`src/rtl/core/did_pkg.sv`:
```
// ----------------------------------------------------------------------------
// did_pkg
// Types, codes and constants shared by the deferred interrupt dispatcher.
// ----------------------------------------------------------------------------
package did_pkg;

  localparam int TABLE_ENTRIES_DEF = 16;
  localparam logic [7:0] EVENT_BASE_RESET = 8'd128;
  localparam logic [7:0] LOCK_MAX = 8'd255;

  localparam logic [2:0] ACT_REG_VEC = 3'd0;
  localparam logic [2:0] ACT_REG_EVT = 3'd1;
  localparam logic [2:0] ACT_UNREG   = 3'd2;
  localparam logic [2:0] ACT_INTR    = 3'd3;
  localparam logic [2:0] ACT_LOCK    = 3'd4;
  localparam logic [2:0] ACT_UNLOCK  = 3'd5;
  localparam logic [2:0] ACT_RAISE   = 3'd6;

  localparam logic [2:0] KIND_DONE     = 3'd0;
  localparam logic [2:0] KIND_TOP      = 3'd1;
  localparam logic [2:0] KIND_BOTTOM   = 3'd2;
  localparam logic [2:0] KIND_FULL     = 3'd3;
  localparam logic [2:0] KIND_NOTFOUND = 3'd4;
  localparam logic [2:0] KIND_LIMIT    = 3'd5;

  typedef struct packed {
    logic [2:0] action;
    logic [7:0] vector;
    logic       has_top;
    logic       has_bottom;
  } req_item_t;

  typedef struct packed {
    logic [2:0] kind;
    logic [7:0] vector_out;
    logic       last;
  } rsp_item_t;

  typedef enum logic [1:0] {
    VSEL_REQ,
    VSEL_ZERO,
    VSEL_EVENT,
    VSEL_ENTRY
  } vsel_t;

  typedef enum logic [2:0] {
    ST_IDLE,
    ST_EXEC,
    ST_SCAN,
    ST_FOUND,
    ST_TOP,
    ST_BOT,
    ST_DRAIN,
    ST_CLOSE
  } state_t;

  typedef struct packed {
    logic       load_req;
    logic       start_rank;
    logic       step_rank;
    logic       capture_sel;
    logic       insert;
    logic       ins_evt;
    logic       evt_inc;
    logic       remove;
    logic       set_pend;
    logic       clr_pend;
    logic       drain_clr;
    logic       lock_inc;
    logic       lock_dec;
    logic       emit;
    logic [2:0] emit_kind;
    logic       emit_last;
    vsel_t      emit_vsel;
  } cmd_t;

  typedef struct packed {
    logic [2:0] action;
    logic       full;
    logic       lock_zero;
    logic       lock_one;
    logic       lock_max;
    logic       hit_any;
    logic       match;
    logic       hit_pending;
    logic       hit_bottom;
    logic       sel_top;
    logic       sel_bottom;
    logic       out_free;
  } stat_t;

endpackage

```
`src/rtl/core/did_datapath.sv`:
```
// ----------------------------------------------------------------------------
// did_datapath
// Vector table, lock depth, event counter, rank walker and result register.
// ----------------------------------------------------------------------------
module did_datapath #(
  parameter int TABLE_ENTRIES = did_pkg::TABLE_ENTRIES_DEF
) (
  input  logic              clk,
  input  logic              rst,
  input  did_pkg::req_item_t req,
  input  logic              cfg_valid,
  input  logic [7:0]        cfg_data,
  input  did_pkg::cmd_t     cmd,
  output did_pkg::stat_t    stat,
  output logic              rsp_valid,
  input  logic              rsp_stall,
  output did_pkg::rsp_item_t rsp
);
  import did_pkg::*;

  localparam int AW = $clog2(TABLE_ENTRIES);
  localparam int RW = $clog2(TABLE_ENTRIES + 1);

  logic [TABLE_ENTRIES-1:0] valid;
  logic [TABLE_ENTRIES-1:0] pending;
  logic [TABLE_ENTRIES-1:0] top;
  logic [TABLE_ENTRIES-1:0] bottom;
  logic [7:0]               vec [TABLE_ENTRIES];
  logic [AW-1:0]            age [TABLE_ENTRIES];
  logic [TABLE_ENTRIES-1:0] sel;
  logic [RW-1:0]            rank;
  logic [7:0]               lock_depth;
  logic [7:0]               next_event;
  req_item_t                cur;

  logic [TABLE_ENTRIES-1:0] hit;
  logic [TABLE_ENTRIES-1:0] free;
  logic                     rank_end;
  logic [7:0]               hit_vec;
  logic                     hit_pend;
  logic                     hit_bot;
  logic [AW-1:0]            sel_age;
  logic                     sel_top;
  logic                     sel_bot;
  logic [7:0]               ins_vec;
  logic                     ins_top;
  logic [7:0]               emit_vec;

  assign rank_end = (rank == RW'(TABLE_ENTRIES));
  assign free     = ~valid & (valid + TABLE_ENTRIES'(1));

  always_comb begin
    hit_vec  = '0;
    hit_pend = 1'b0;
    hit_bot  = 1'b0;
    sel_age  = '0;
    sel_top  = 1'b0;
    sel_bot  = 1'b0;
    for (int i = 0; i < TABLE_ENTRIES; i++) begin
      hit[i]   = valid[i] && (age[i] == rank[AW-1:0]) && !rank_end;
      hit_vec  = hit_vec | ({8{hit[i]}} & vec[i]);
      hit_pend = hit_pend | (hit[i] & pending[i]);
      hit_bot  = hit_bot | (hit[i] & bottom[i]);
      sel_age  = sel_age | ({AW{sel[i]}} & age[i]);
      sel_top  = sel_top | (sel[i] & top[i]);
      sel_bot  = sel_bot | (sel[i] & bottom[i]);
    end
  end

  assign ins_vec = cmd.ins_evt ? next_event : cur.vector;
  assign ins_top = cmd.ins_evt ? 1'b0 : cur.has_top;

  always_comb begin
    stat.action      = cur.action;
    stat.full        = &valid;
    stat.lock_zero   = (lock_depth == 8'd0);
    stat.lock_one    = (lock_depth == 8'd1);
    stat.lock_max    = (lock_depth == LOCK_MAX);
    stat.hit_any     = |hit;
    stat.match       = (|hit) && (hit_vec == cur.vector);
    stat.hit_pending = hit_pend;
    stat.hit_bottom  = hit_bot;
    stat.sel_top     = sel_top;
    stat.sel_bottom  = sel_bot;
    stat.out_free    = !rsp_valid || !rsp_stall;
  end

  always_ff @(posedge clk) begin
    if (rst) begin
      valid   <= '0;
      pending <= '0;
    end else begin
      for (int i = 0; i < TABLE_ENTRIES; i++) begin
        if (cmd.insert && free[i]) begin
          valid[i]   <= 1'b1;
          pending[i] <= 1'b0;
        end else if (cmd.remove && sel[i]) begin
          valid[i]   <= 1'b0;
          pending[i] <= 1'b0;
        end else if (cmd.set_pend && sel[i]) begin
          pending[i] <= 1'b1;
        end else if ((cmd.clr_pend && sel[i]) || (cmd.drain_clr && hit[i])) begin
          pending[i] <= 1'b0;
        end
      end
    end
  end

  always_ff @(posedge clk) begin
    for (int i = 0; i < TABLE_ENTRIES; i++) begin
      if (cmd.insert && free[i]) begin
        vec[i]    <= ins_vec;
        top[i]    <= ins_top;
        bottom[i] <= cur.has_bottom;
        age[i]    <= '0;
      end else if (cmd.insert && valid[i]) begin
        age[i] <= age[i] + AW'(1);
      end else if (cmd.remove && valid[i] && !sel[i] && (age[i] > sel_age)) begin
        age[i] <= age[i] - AW'(1);
      end
    end
  end

  always_ff @(posedge clk) begin
    if (cmd.load_req) begin
      cur <= req;
    end
    if (cmd.capture_sel) begin
      sel <= hit;
    end
  end

  always_ff @(posedge clk) begin
    if (rst) begin
      rank       <= '0;
      lock_depth <= 8'd0;
      next_event <= EVENT_BASE_RESET;
    end else begin
      if (cmd.start_rank) begin
        rank <= '0;
      end else if (cmd.step_rank) begin
        rank <= rank + RW'(1);
      end
      if (cmd.lock_inc) begin
        lock_depth <= lock_depth + 8'd1;
      end else if (cmd.lock_dec) begin
        lock_depth <= lock_depth - 8'd1;
      end
      if (cfg_valid) begin
        next_event <= cfg_data;
      end else if (cmd.evt_inc) begin
        next_event <= next_event + 8'd1;
      end
    end
  end

  always_comb begin
    unique case (cmd.emit_vsel)
      VSEL_REQ:   emit_vec = cur.vector;
      VSEL_ZERO:  emit_vec = 8'd0;
      VSEL_EVENT: emit_vec = next_event;
      VSEL_ENTRY: emit_vec = hit_vec;
      default:    emit_vec = 8'd0;
    endcase
  end

  always_ff @(posedge clk) begin
    if (rst) begin
      rsp_valid <= 1'b0;
    end else if (cmd.emit) begin
      rsp_valid <= 1'b1;
    end else if (!rsp_stall) begin
      rsp_valid <= 1'b0;
    end
  end

  always_ff @(posedge clk) begin
    if (cmd.emit) begin
      rsp.kind       <= cmd.emit_kind;
      rsp.vector_out <= emit_vec;
      rsp.last       <= cmd.emit_last;
    end
  end

endmodule

```
`src/rtl/core/did_ctrl.sv`:
```
// ----------------------------------------------------------------------------
// did_ctrl
// Sequencer that steps each item through execution and, where needed, lookup,
// dispatch and drain.
module did_ctrl (
  input  logic           clk,
  input  logic           rst,
  input  logic           req_valid,
  output logic           req_stall,
  input  did_pkg::stat_t stat,
  output did_pkg::cmd_t  cmd
);
  import did_pkg::*;

  state_t state;
  state_t state_next;

  always_ff @(posedge clk) begin
    if (rst) begin
      state <= ST_IDLE;
    end else begin
      state <= state_next;
    end
  end

  always_comb begin
    cmd        = '0;
    cmd.emit_vsel = VSEL_REQ;
    state_next = state;
    req_stall  = (state != ST_IDLE);

    unique case (state)
      ST_IDLE: begin
        if (req_valid) begin
          cmd.load_req = 1'b1;
          state_next   = ST_EXEC;
        end
      end

      ST_EXEC: begin
        unique case (stat.action)
          ACT_REG_VEC: begin
            if (stat.out_free) begin
              cmd.emit      = 1'b1;
              cmd.emit_last = 1'b1;
              cmd.emit_kind = stat.full ? KIND_FULL : KIND_DONE;
              cmd.insert    = !stat.full;
              state_next    = ST_IDLE;
            end
          end
          ACT_REG_EVT: begin
            if (stat.out_free) begin
              cmd.emit      = 1'b1;
              cmd.emit_last = 1'b1;
              cmd.evt_inc   = 1'b1;
              if (stat.full) begin
                cmd.emit_kind = KIND_FULL;
                cmd.emit_vsel = VSEL_ZERO;
              end else begin
                cmd.emit_kind = KIND_DONE;
                cmd.emit_vsel = VSEL_EVENT;
                cmd.insert    = 1'b1;
                cmd.ins_evt   = 1'b1;
              end
              state_next = ST_IDLE;
            end
          end
          ACT_UNREG, ACT_INTR: begin
            cmd.start_rank = 1'b1;
            state_next     = ST_SCAN;
          end
          ACT_RAISE: begin
            if (!stat.lock_max) begin
              cmd.start_rank = 1'b1;
              state_next     = ST_SCAN;
            end else if (stat.out_free) begin
              cmd.emit      = 1'b1;
              cmd.emit_last = 1'b1;
              cmd.emit_kind = KIND_LIMIT;
              state_next    = ST_IDLE;
            end
          end
          ACT_LOCK: begin
            if (stat.out_free) begin
              cmd.emit      = 1'b1;
              cmd.emit_last = 1'b1;
              cmd.emit_vsel = VSEL_ZERO;
              cmd.emit_kind = stat.lock_max ? KIND_LIMIT : KIND_DONE;
              cmd.lock_inc  = !stat.lock_max;
              state_next    = ST_IDLE;
            end
          end
          ACT_UNLOCK: begin
            if (stat.lock_one) begin
              cmd.start_rank = 1'b1;
              state_next     = ST_DRAIN;
            end else if (stat.out_free) begin
              cmd.emit      = 1'b1;
              cmd.emit_last = 1'b1;
              cmd.emit_vsel = VSEL_ZERO;
              cmd.emit_kind = stat.lock_zero ? KIND_LIMIT : KIND_DONE;
              cmd.lock_dec  = !stat.lock_zero;
              state_next    = ST_IDLE;
            end
          end
          default: begin
            if (stat.out_free) begin
              cmd.emit      = 1'b1;
              cmd.emit_last = 1'b1;
              cmd.emit_vsel = VSEL_ZERO;
              cmd.emit_kind = KIND_DONE;
              state_next    = ST_IDLE;
            end
          end
        endcase
      end

      ST_SCAN: begin
        if (!stat.hit_any) begin
          if (stat.out_free) begin
            cmd.emit      = 1'b1;
            cmd.emit_last = 1'b1;
            cmd.emit_kind = KIND_NOTFOUND;
            state_next    = ST_IDLE;
          end
        end else if (stat.match) begin
          cmd.capture_sel = 1'b1;
          state_next      = ST_FOUND;
        end else begin
          cmd.step_rank = 1'b1;
        end
      end

      ST_FOUND: begin
        if (stat.action != ACT_UNREG) begin
          state_next = ST_TOP;
        end else if (stat.out_free) begin
          cmd.remove    = 1'b1;
          cmd.emit      = 1'b1;
          cmd.emit_last = 1'b1;
          cmd.emit_kind = KIND_DONE;
          state_next    = ST_IDLE;
        end
      end

      ST_TOP: begin
        if (!stat.sel_top) begin
          state_next = ST_BOT;
        end else if (stat.out_free) begin
          cmd.emit      = 1'b1;
          cmd.emit_kind = KIND_TOP;
          state_next    = ST_BOT;
        end
      end

      ST_BOT: begin
        if (!stat.lock_zero) begin
          cmd.set_pend = 1'b1;
          state_next   = ST_CLOSE;
        end else if (!stat.sel_bottom) begin
          cmd.clr_pend = 1'b1;
          state_next   = ST_CLOSE;
        end else if (stat.out_free) begin
          cmd.clr_pend  = 1'b1;
          cmd.emit      = 1'b1;
          cmd.emit_kind = KIND_BOTTOM;
          state_next    = ST_CLOSE;
        end
      end

      ST_DRAIN: begin
        if (!stat.hit_any) begin
          cmd.lock_dec = 1'b1;
          state_next   = ST_CLOSE;
        end else if (stat.hit_pending && stat.hit_bottom) begin
          if (stat.out_free) begin
            cmd.drain_clr = 1'b1;
            cmd.step_rank = 1'b1;
            cmd.emit      = 1'b1;
            cmd.emit_kind = KIND_BOTTOM;
            cmd.emit_vsel = VSEL_ENTRY;
          end
        end else begin
          cmd.drain_clr = 1'b1;
          cmd.step_rank = 1'b1;
        end
      end

      ST_CLOSE: begin
        if (stat.out_free) begin
          cmd.emit      = 1'b1;
          cmd.emit_last = 1'b1;
          cmd.emit_kind = KIND_DONE;
          cmd.emit_vsel = (stat.action == ACT_UNLOCK) ? VSEL_ZERO : VSEL_REQ;
          state_next    = ST_IDLE;
        end
      end

      default: begin
        state_next = ST_IDLE;
      end
    endcase
  end

endmodule

```
`src/rtl/core/deferred_interrupt_dispatcher.sv`:
```
// ----------------------------------------------------------------------------
// deferred_interrupt_dispatcher
// Dispatch and unregister look up the vector by walking the table newest first
// at one rank per cycle; an outermost unlock walks it the same way to drain
// pending entries, but a stalled result can hold that walk. One item is in
// work at a time; a result register lets the next item be taken while the
// closing result waits. Synchronous reset clears the table valid and pending
// bits, the lock depth and loads the event base.
// ----------------------------------------------------------------------------
module deferred_interrupt_dispatcher #(
  parameter int TABLE_ENTRIES = did_pkg::TABLE_ENTRIES_DEF
) (
  input  logic               clk,
  input  logic               rst,
  input  logic               req_valid,
  output logic               req_stall,
  input  did_pkg::req_item_t req,
  output logic               rsp_valid,
  input  logic               rsp_stall,
  output did_pkg::rsp_item_t rsp,
  input  logic               cfg_valid,
  output logic               cfg_ready,
  input  logic [7:0]         cfg_data
);
  import did_pkg::*;

  cmd_t  cmd;
  stat_t stat;

  assign cfg_ready = 1'b1;

  did_ctrl u_ctrl (
    .clk       (clk),
    .rst       (rst),
    .req_valid (req_valid),
    .req_stall (req_stall),
    .stat      (stat),
    .cmd       (cmd)
  );

  did_datapath #(
    .TABLE_ENTRIES (TABLE_ENTRIES)
  ) u_datapath (
    .clk       (clk),
    .rst       (rst),
    .req       (req),
    .cfg_valid (cfg_valid),
    .cfg_data  (cfg_data),
    .cmd       (cmd),
    .stat      (stat),
    .rsp_valid (rsp_valid),
    .rsp_stall (rsp_stall),
    .rsp       (rsp)
  );

endmodule

```
`config.mk`:
```
export PLATFORM = sky130hd
export DESIGN_NAME = deferred_interrupt_dispatcher
export DESIGN_NICKNAME = d
export VERILOG_FILES = /design/src/rtl/core/did_pkg.sv /design/src/rtl/core/did_datapath.sv /design/src/rtl/core/did_ctrl.sv /design/src/rtl/core/deferred_interrupt_dispatcher.sv
export SDC_FILE = /design/constraint.sdc
export NUM_CORES = 1
export LEC_CHECK = 0
export ABC_AREA = 1
export CAP_MARGIN = 20
export CORE_MARGIN = 5
export CORE_UTILIZATION = 25
export DETAILED_ROUTE_END_ITERATION = 8
export DONT_BUFFER_PORTS = 1
export PLACE_DENSITY_LB_ADDON = 0.3
export SLEW_MARGIN = 20
export SYNTH_ARGS = -nofsm -noshare
export SYNTH_HDL_FRONTEND = slang
export SYNTH_SLANG_ARGS = --single-unit
```
`constraint.sdc`:
```
create_clock -name clk -period 16.45 [get_ports clk]
set_clock_uncertainty 0.05 [all_clocks]
set_input_delay 2.4675 -clock clk [delete_from_list [all_inputs] [get_ports clk]]
set_output_delay 2.4675 -clock clk [all_outputs]
set_load 0.02 [all_outputs]
```
==> metrics <==
# clock sinks 322; Mapped Area 18,610 µm²; final core utilization 28.26%; Mapped Cells 2,095; largest net degree at the start of global routing 32; Gate power share 5.5%; Cell Chain, Critical Path nand2_1 > inv_1 > nor2_1 > inv_1 > nor2_1 > nand2_1 > buf_4 > nor2_1 > nand2_1 > nor2_1 > nand4_1 > inv_1; distinct cell type count after synthesis 54; Worst-Margin Slew 1.087 ns; crit path from rsp_stall; Clock power frac 43.8%; Hold Startpoint u_datapath.lock_depth[7]; share of cells above drive strength 1 7.901%; Die X-Extent 282.8 µm; critical path fanouts, max 20; worst vdd ir 0.00006621 V; min-delay worst type reg2reg; RSZ-0062 raised after global routing no; GR Overflow Total 0; post-route setup TNS 0 ns; H-Tree Depth 2; CTS root buffer clkbuf_16; die area 79,980 µm²; Setup Buffers After CTS 0; Power Internal 0.001406 W; power density cells 88.39 nW/µm²; hold buffers post-CTS 0; outcome finished clean; FP Rows 100; DR iter-0 viols 1,234; number of global-route vias before repair 14,710; NetSw 0.0004443 W; Reg2Reg Launch Point u_datapath.rank[0]; area share of the largest cell type after synthesis 42.77%; # diodes 0; Peak Freq 205.4 MHz; Final Max Slew Viols 0; # resized after CTS 0; chip height 282.8 µm; Layout area overhead 12.51%; Data required, critical path 16.58 ns; fin crit period 4.869 ns; post-layout instance area 20,930 µm²; CP Launch Type input port; vias per cell 4.988; synthesized flop and latch total 322; DP HPWL 46.17 mm; TritonCTS clock tree done; Crit path arrival time 5.00 ns; Initial Utilization 25.12%; final hold violations 0; final-stage net count 2,242; sequential fraction of the synthesis area 48.90%; Synth area leader edfxtp_1; global-route wire length before repair 91.09 mm; CTS Buffer Depth 3; Slowest cell on crit path inv_1; final-report setup violation count 0; Pleak 8.552 nW; Critical Path Most Common Cell nor2_1; max-cap violations 0; Post-synth top flop edfxtp_1; CP max stage delay 0.44 ns; WS Path Type in2reg; clock insertion delay at the later pin of the skew report 0.55 ns; initial antenna violation count 0; placed cell areas 19,760 µm²; synthesized area per cell 8.881 µm²; EDFF count, synth 265; top cells by area, synth edfxtp_1 (43%), nand2_1 (10%), ha_1 (6.9%); ANT nets after route 0; routability congestion estimate from global placement 0.8862; 1st-pass router iterations 5; crit end category register; Reg clk slew, reported paths 0.06 ns; Core ar. 74,070 µm²; Num CTS Buffers 37; wire per inst 19.57 µm; final wirelength 60.81 mm; total number of vias 15,502; DRC 0; PortBufs 0; IO Pins 41; All-Layer GR Usage 14.70%; Buf/Inv on CP 4; Post-Syn Nets 2,224; Tcrit/Tclk final 29.60%; Max-slew headroom 27.23%; sw frac 24.01%; Sequential Power Share 50.7%; crit-path leading delay family simple AND/OR/NAND/NOR gates; share of flip-flops with an asynchronous set or reset 0%; Synth warnings 0
-- power groups by stage --
stage / Sequential, W / Clock (W) / Combinational [W]
after floorplan: 0.000947 / 0 / 0.0000661
after global placement: 0.000955 / 0 / 0.000101
after detailed placement: 0.000955 / 0 / 0.000102
after CTS: 0.000937 / 0.000823 / 0.000103
after global routing: 0.000938 / 0.000857 / 0.000114
final: 0.000937 / 0.000811 / 0.000102
-- cells in the final DEF (no fill, tap or decap), drive strengths merged, types with 5 or more instances in the layout --
master / count
buf: 20
o22ai: 50
o221ai: 5
edfxtp: 265
o211ai: 15
clkbuf: 47
or2: 12
xor2: 38
nand4: 104
a21oi: 96
nor3: 30
nor2: 237
o2111ai: 18
o21ai: 99
dfxtp: 57
o21bai: 16
nand2: 501
xnor2: 28
nand3: 118
a221oi: 6
clkinv: 16
a211oi: 10
ha: 102
inv: 220
-- cell type report --
type,instances,area (µm²)
fill,7853,53140
sequential,322,9099
multi-input combinational,1511,8464
tap,969,1212
clock buffer,47,1015
inverter,221,842.1
clock inverter,18,151.4
timing repair buffer,20,150.1
-- worst register-to-register path, cell delays in order, from the launching register on --
cell	delay, ns
dfxtp_1	0.78
inv_4	0.32
ha_1	0.31
nand2_1	0.21
nor2_8	0.17
nor2_1	0.61
nand3_2	0.25
inv_2	0.19
nand2_1	0.07
o2111ai_1	0.09
nor2_1	0.10
nand2_1	0.19
nand3_1	0.12
nand2_1	0.76
nand2_2	0.22
nand2_1	0.12
a21oi_1	0.07
-- path summary, 6_finish.rpt --
kind                                                 end  slack (ns)  cells past startpoint
worst max-delay path               u_datapath.vec[3][20]       11.58                     12
worst min-delay path            u_datapath.lock_depth[7]        0.46                      2
worst max register to register        u_datapath.rank[2]       11.71                     16
worst min register to register  u_datapath.lock_depth[7]        0.46                      2
-- routing by layer --
layer  routed length (µm)  global-route usage (%)  vias up
met5                    0                       0        -
met4                 1679                   4.147        0
met3                 3776                   1.991       98
met2                28700                   24.56      575
met1                26660                   20.04     7491
li1                     -                       -     7338
-- sequential cells by signal (all words and copies together) (netlist names) --
name                   cells
u_datapath.lock_depth      8
u_datapath.pending        16
u_datapath.bottom         16
u_datapath.stat            3
u_datapath.next_event      8
u_datapath.vec           128
u_datapath.rsp_valid       1
u_datapath.age            64
u_datapath.rsp            12
u_datapath.valid          16
u_ctrl.state               3
u_datapath.cur            10
u_datapath.rank            5
u_datapath.sel            16
u_datapath.top            16
-- metrics by stage --
stage	cells	setup slack [ns]	hold slack (ns)	power, W
after floorplan	2095	10.95	0.4187	0.001014
after global placement	3042	11.03	0.4447	0.001055
after detailed placement	3042	11.02	0.4446	0.001057
after CTS	3107	11.59	0.4534	0.001863
after global routing	3108	11.21	0.4994	0.001909
final	3108	11.58	0.4557	0.001850
-- cells in the mapped netlist (4+ instances only) --
cell type / instances
a211oi_1: 10
a21oi_1: 96
a221oi_1: 6
buf_2: 4
buf_4: 8
buf_6: 6
clkbuf_1: 22
dfxtp_1: 57
edfxtp_1: 265
ha_1: 102
inv_1: 203
inv_2: 12
nand2_1: 495
nand2_2: 4
nand3_1: 102
nand3_2: 16
nand4_1: 104
nor2_1: 201
nor2_2: 26
nor2_4: 9
nor3_1: 27
nor4_1: 4
o2111ai_1: 18
o211ai_1: 15
o21ai_0: 97
o21bai_1: 16
o221ai_1: 5
o22ai_1: 50
or2_0: 5
or2_2: 5
xnor2_1: 28
xor2_1: 38
-- cells by family (layout without fill, tap and decap cells) --
kind of cell | after synthesis | after routing | synth area share [%]
simple gates | 1009 | 1009 | 24.47
compound gates | 331 | 331 | 10.61
flops | 322 | 322 | 48.90
buf+inv | 262 | 306 | 5.871
fa+ha+maj | 103 | 103 | 6.967
xor+xnor | 66 | 66 | 3.107
other cells | 1 | 1 | 0.02016
mux | 1 | 1 | 0.05380
Note: power is estimated with default switching activity, not from simulation.
